## config.mk

```make
export PLATFORM = sky130hd
export DESIGN_NAME = nsc_fifo
export DESIGN_NICKNAME = d
export VERILOG_FILES = /design/src/rtl/nsc_fifo.sv
export SDC_FILE = /design/constraint.sdc
export NUM_CORES = 1
export LEC_CHECK = 0
export BUFFER_PORTS_ARGS = -buffer_cell sky130_fd_sc_hd__buf_2
export CORE_AREA = 2 2 39 41
export DETAILED_ROUTE_END_ITERATION = 16
export DIE_AREA = 0 0 41 43
export HOLD_SLACK_MARGIN = 0.15
export REMOVE_ABC_BUFFERS = 1
export SKIP_CTS_REPAIR_TIMING = 1
export SLEW_MARGIN = 25
export SYNTH_ARGS = -nofsm -noshare
export SYNTH_HDL_FRONTEND = slang
export SYNTH_SLANG_ARGS = --single-unit
```

## constraint.sdc

```tcl
create_clock -name clk_i -period 1.5 [get_ports clk_i]
set_input_delay 0.3 -clock clk_i [delete_from_list [all_inputs] [get_ports clk_i]]
set_output_delay 0.3 -clock clk_i [all_outputs]
set_load 0.1 [all_outputs]
```

## src/rtl/nsc_fifo.sv

```systemverilog
`timescale 1ns / 1ps
// Small first-in first-out queue used on both sides of the filter engine.
module nsc_fifo #(
  parameter type item_t = logic,
  parameter int  Depth  = 2
) (
  input  logic  clk_i,
  input  logic  rst_ni,
  input  logic  push_i,
  input  item_t data_i,
  output logic  full_o,
  input  logic  pop_i,
  output item_t data_o,
  output logic  empty_o
);

  localparam int PtrW = (Depth > 1) ? $clog2(Depth) : 1;
  localparam int CntW = $clog2(Depth + 1);

  item_t            mem_q [Depth];
  logic [PtrW-1:0]  wr_ptr_q, wr_ptr_d, rd_ptr_q, rd_ptr_d;
  logic [CntW-1:0]  cnt_q, cnt_d;
  logic             do_push, do_pop;

  assign full_o  = (cnt_q == CntW'(Depth));
  assign empty_o = (cnt_q == '0);
  assign data_o  = mem_q[rd_ptr_q];
  assign do_push = push_i && !full_o;
  assign do_pop  = pop_i && !empty_o;

  always_comb begin
    wr_ptr_d = wr_ptr_q;
    rd_ptr_d = rd_ptr_q;
    cnt_d    = cnt_q;
    if (do_push) begin
      wr_ptr_d = (wr_ptr_q == PtrW'(Depth - 1)) ? '0 : wr_ptr_q + 1'b1;
    end
    if (do_pop) begin
      rd_ptr_d = (rd_ptr_q == PtrW'(Depth - 1)) ? '0 : rd_ptr_q + 1'b1;
    end
    if (do_push && !do_pop) begin
      cnt_d = cnt_q + 1'b1;
    end else if (do_pop && !do_push) begin
      cnt_d = cnt_q - 1'b1;
    end
  end

  always_ff @(posedge clk_i or negedge rst_ni) begin
    if (!rst_ni) begin
      wr_ptr_q <= '0;
      rd_ptr_q <= '0;
      cnt_q    <= '0;
    end else begin
      wr_ptr_q <= wr_ptr_d;
      rd_ptr_q <= rd_ptr_d;
      cnt_q    <= cnt_d;
    end
  end

  always_ff @(posedge clk_i) begin
    if (do_push) begin
      mem_q[wr_ptr_q] <= data_i;
    end
  end

endmodule

```

==> results.txt <==
FF-to-FF End: cnt_q[1]
TritonCTS clock tree: yes
Number of fillers in the final layout: 143
Worst-case setup margin in the final layout: 0.0651 ns
Setup repair after global routing missed its margin: no
Worst slack at placement: 0.0960 ns
Classification of the worst setup path: register to output port
Global Route Usage Sum: 6.67%
Reg-to-reg critical path startpoint: cnt_q[0]
Data required time of the worst path: 1.20 ns
Fraction of the core area covered by cells at the end of the flow: 30.4%
Slew @ Worst Pin: 0.236 ns
Cell with the biggest individual delay on the critical path: sky130_fd_sc_hd__mux2_2
Initial core utilization: 19.3%
Maximum number of pins on one net before global-route repair: 6
Port Buf Inserts: 7
Vias post-DR: 182
Count of nets left with antenna violations after detail routing: 0
Final standard cell area without fillers: 420 um^2
Number of clock sinks seen by CTS: 6
Clock buffer depth: 2
Delay contributed by the slowest stage of the critical path: 0.37 ns
Multi-input combinational cell area: 108 um^2
Final hold slack: 0.254 ns
Arrival time at the worst endpoint: 1.13 ns
Yosys warning count: 0
Top flip-flop cell by instance count after synthesis: sky130_fd_sc_hd__dfrtp_1
Detailed-route wire length per cell: 8.39 um
Share of synthesized area occupied by flip-flops and latches: 59.8%
Clock network latency to the later pin of the worst-skew pair: 0.24 ns
Kind of capture point of the worst setup path: output port
Max Transition Viols Final: 0
Most used standard cells in the synthesized netlist: sky130_fd_sc_hd__dfrtp_1, sky130_fd_sc_hd__nor2_1, sky130_fd_sc_hd__xnor2_1
Run status: finished clean
Cells on worst reg2reg path: 6
DIE AREA: 1760 um^2
Fmax: 697 MHz
Diodes inserted: 0
DP Area: 375 um^2
Number of distinct standard cells referenced by the synthesized netlist: 12
Cells after Synth: 22
Standard-cell row count: 14
Avg Synthesized Cell Area: 12.2 um^2
Layout net count: 42
Fraction of final layout cells with drive strength greater than 1: 40.0%
Shortest period the worst path allows: 1.43 ns
Number of design rule violations left after detail routing: 0
Largest fanout of any net on the critical path: 2
Total length of routed wires: 428 um
Skew final: 0.00789 ns
Area inside the core boundary: 1380 um^2
CTS H-tree lvls: 1
Cells along the critical path: mux2_2 -> buf_12
Worst min path class: input port to register
Hold path endpoint: mem_q[1]
Iteration-0 DRC Markers: 0
Die Span X: 41 um
Layout-stage area growth over the synthesis result: 57.0%
Total I/O pin count: 8
Vias in the first global route: 185
Startpoint class of the critical path: register
Die height: 43 um
Most area-consuming cells after synthesis: sky130_fd_sc_hd__dfrtp_1, sky130_fd_sc_hd__edfxtp_1, sky130_fd_sc_hd__xnor2_1
Tcrit/Tclk final: 95.7%
Slew HR: 84.2%
Number of failing setup endpoints in the final timing report: 0
MaxCap Viol Count: 0
DRT Pass-1 Iters: 1
Area occupied by registers: 161 um^2
Final hold violation count: 0
Buffer type at the clock tree root: sky130_fd_sc_hd__clkbuf_4
Average via count per standard cell: 3.57
Most common cell in the netlist: sky130_fd_sc_hd__dfrtp_1
Total grt overflow: 0
Placer Congestion: 0.714
Share of synthesized registers carrying an async set or reset: 66.7%
Area leader, netlist: sky130_fd_sc_hd__dfrtp_1
Post-synth EDFFs: 2
TritonCTS Buffers: 3
Number of antenna violations at the first check in global routing: 0
First-pass GRT wire length: 724 um
Hold path start: data_i
Worst setup slack for register-to-register paths: 0.15 ns
Clock-pin slew on the worst setup and hold paths: 0.05 ns
Hold Crit Depth: 1
Number of storage elements in the synthesis netlist: 6
Post-Syn Area: 268 um^2
Synth top area share: 37.4%
metal layers:
layer	GRT usage, %	vias to the layer above	wire (um)
li1	-	96	-
met1	7.21	80	184
met2	9.06	4	209
met3	3.14	2	26
met4	6.00	0	7
met5	0	-	0
worst max-delay path, delay by kind of cell, from the launching register on:
family	cells	cell delay (ns)
buffers and inverters	1	0.17
flip-flops	1	0.36
multiplexers	1	0.37
area by class of cell:
type	instances	share of cell area, %
inverters	2	1.79
clock buffers	4	6.25
repair buffers	9	23.2
multi-input cells	14	25.6
well taps	16	4.76
flip-flops and latches	6	38.4
cells by family after synthesis:
group	Yosys count	share of synthesized area, %
AND/OR/NAND/NOR	6	10.3
AO/OA/AOI/OAI	1	1.87
XOR/XNOR	5	16.4
flip-flops	6	59.8
buffers and inverters	2	2.80
multiplexers	1	4.21
adder cells (fa/ha/maj)	1	4.67
metrics by stage:
stage / cells / TNS, ns
floorplan: 22 / -0.473
global placement: 46 / 0
detailed placement: 46 / 0
CTS: 50 / 0
global route: 51 / 0
finish: 51 / 0
placed cells by master, fill, tap and decap left out:
cell	count
sky130_fd_sc_hd__and3_1	1
sky130_fd_sc_hd__buf_12	3
sky130_fd_sc_hd__buf_2	4
sky130_fd_sc_hd__buf_4	1
sky130_fd_sc_hd__clkbuf_1	1
sky130_fd_sc_hd__clkbuf_4	3
sky130_fd_sc_hd__dfrtp_1	3
sky130_fd_sc_hd__dfrtp_2	1
sky130_fd_sc_hd__dlygate4sd3_1	1
sky130_fd_sc_hd__edfxtp_1	2
sky130_fd_sc_hd__ha_1	1
sky130_fd_sc_hd__inv_1	2
sky130_fd_sc_hd__mux2_2	1
sky130_fd_sc_hd__nand2_1	1
sky130_fd_sc_hd__nand2b_4	1
sky130_fd_sc_hd__nor2_1	3
sky130_fd_sc_hd__o21ai_1	1
sky130_fd_sc_hd__xnor2_1	3
sky130_fd_sc_hd__xor2_1	2
sequential cells by signal, summed over array words and instances (netlist names):
register	cells
rd_ptr_q	1
wr_ptr_q	1
cnt_q	2
mem_q	2
worst max-delay path by stage:
stage | endpoint | start | depth (start not counted) | slack [ns]
after global placement | cnt_q[1] | cnt_q[0] | 6 | 0.09
final | data_o | rd_ptr_q | 2 | 0.07
after global routing | data_o | rd_ptr_q | 2 | 0.01
after detailed placement | cnt_q[1] | cnt_q[0] | 6 | 0.1
after CTS | data_o | rd_ptr_q | 2 | 0.05
after floorplan | empty_o | cnt_q[0] | 1 | -0.47
Power is not shown: default switching activity piles up to over one toggle a cycle in this logic, so the estimate is an artifact.
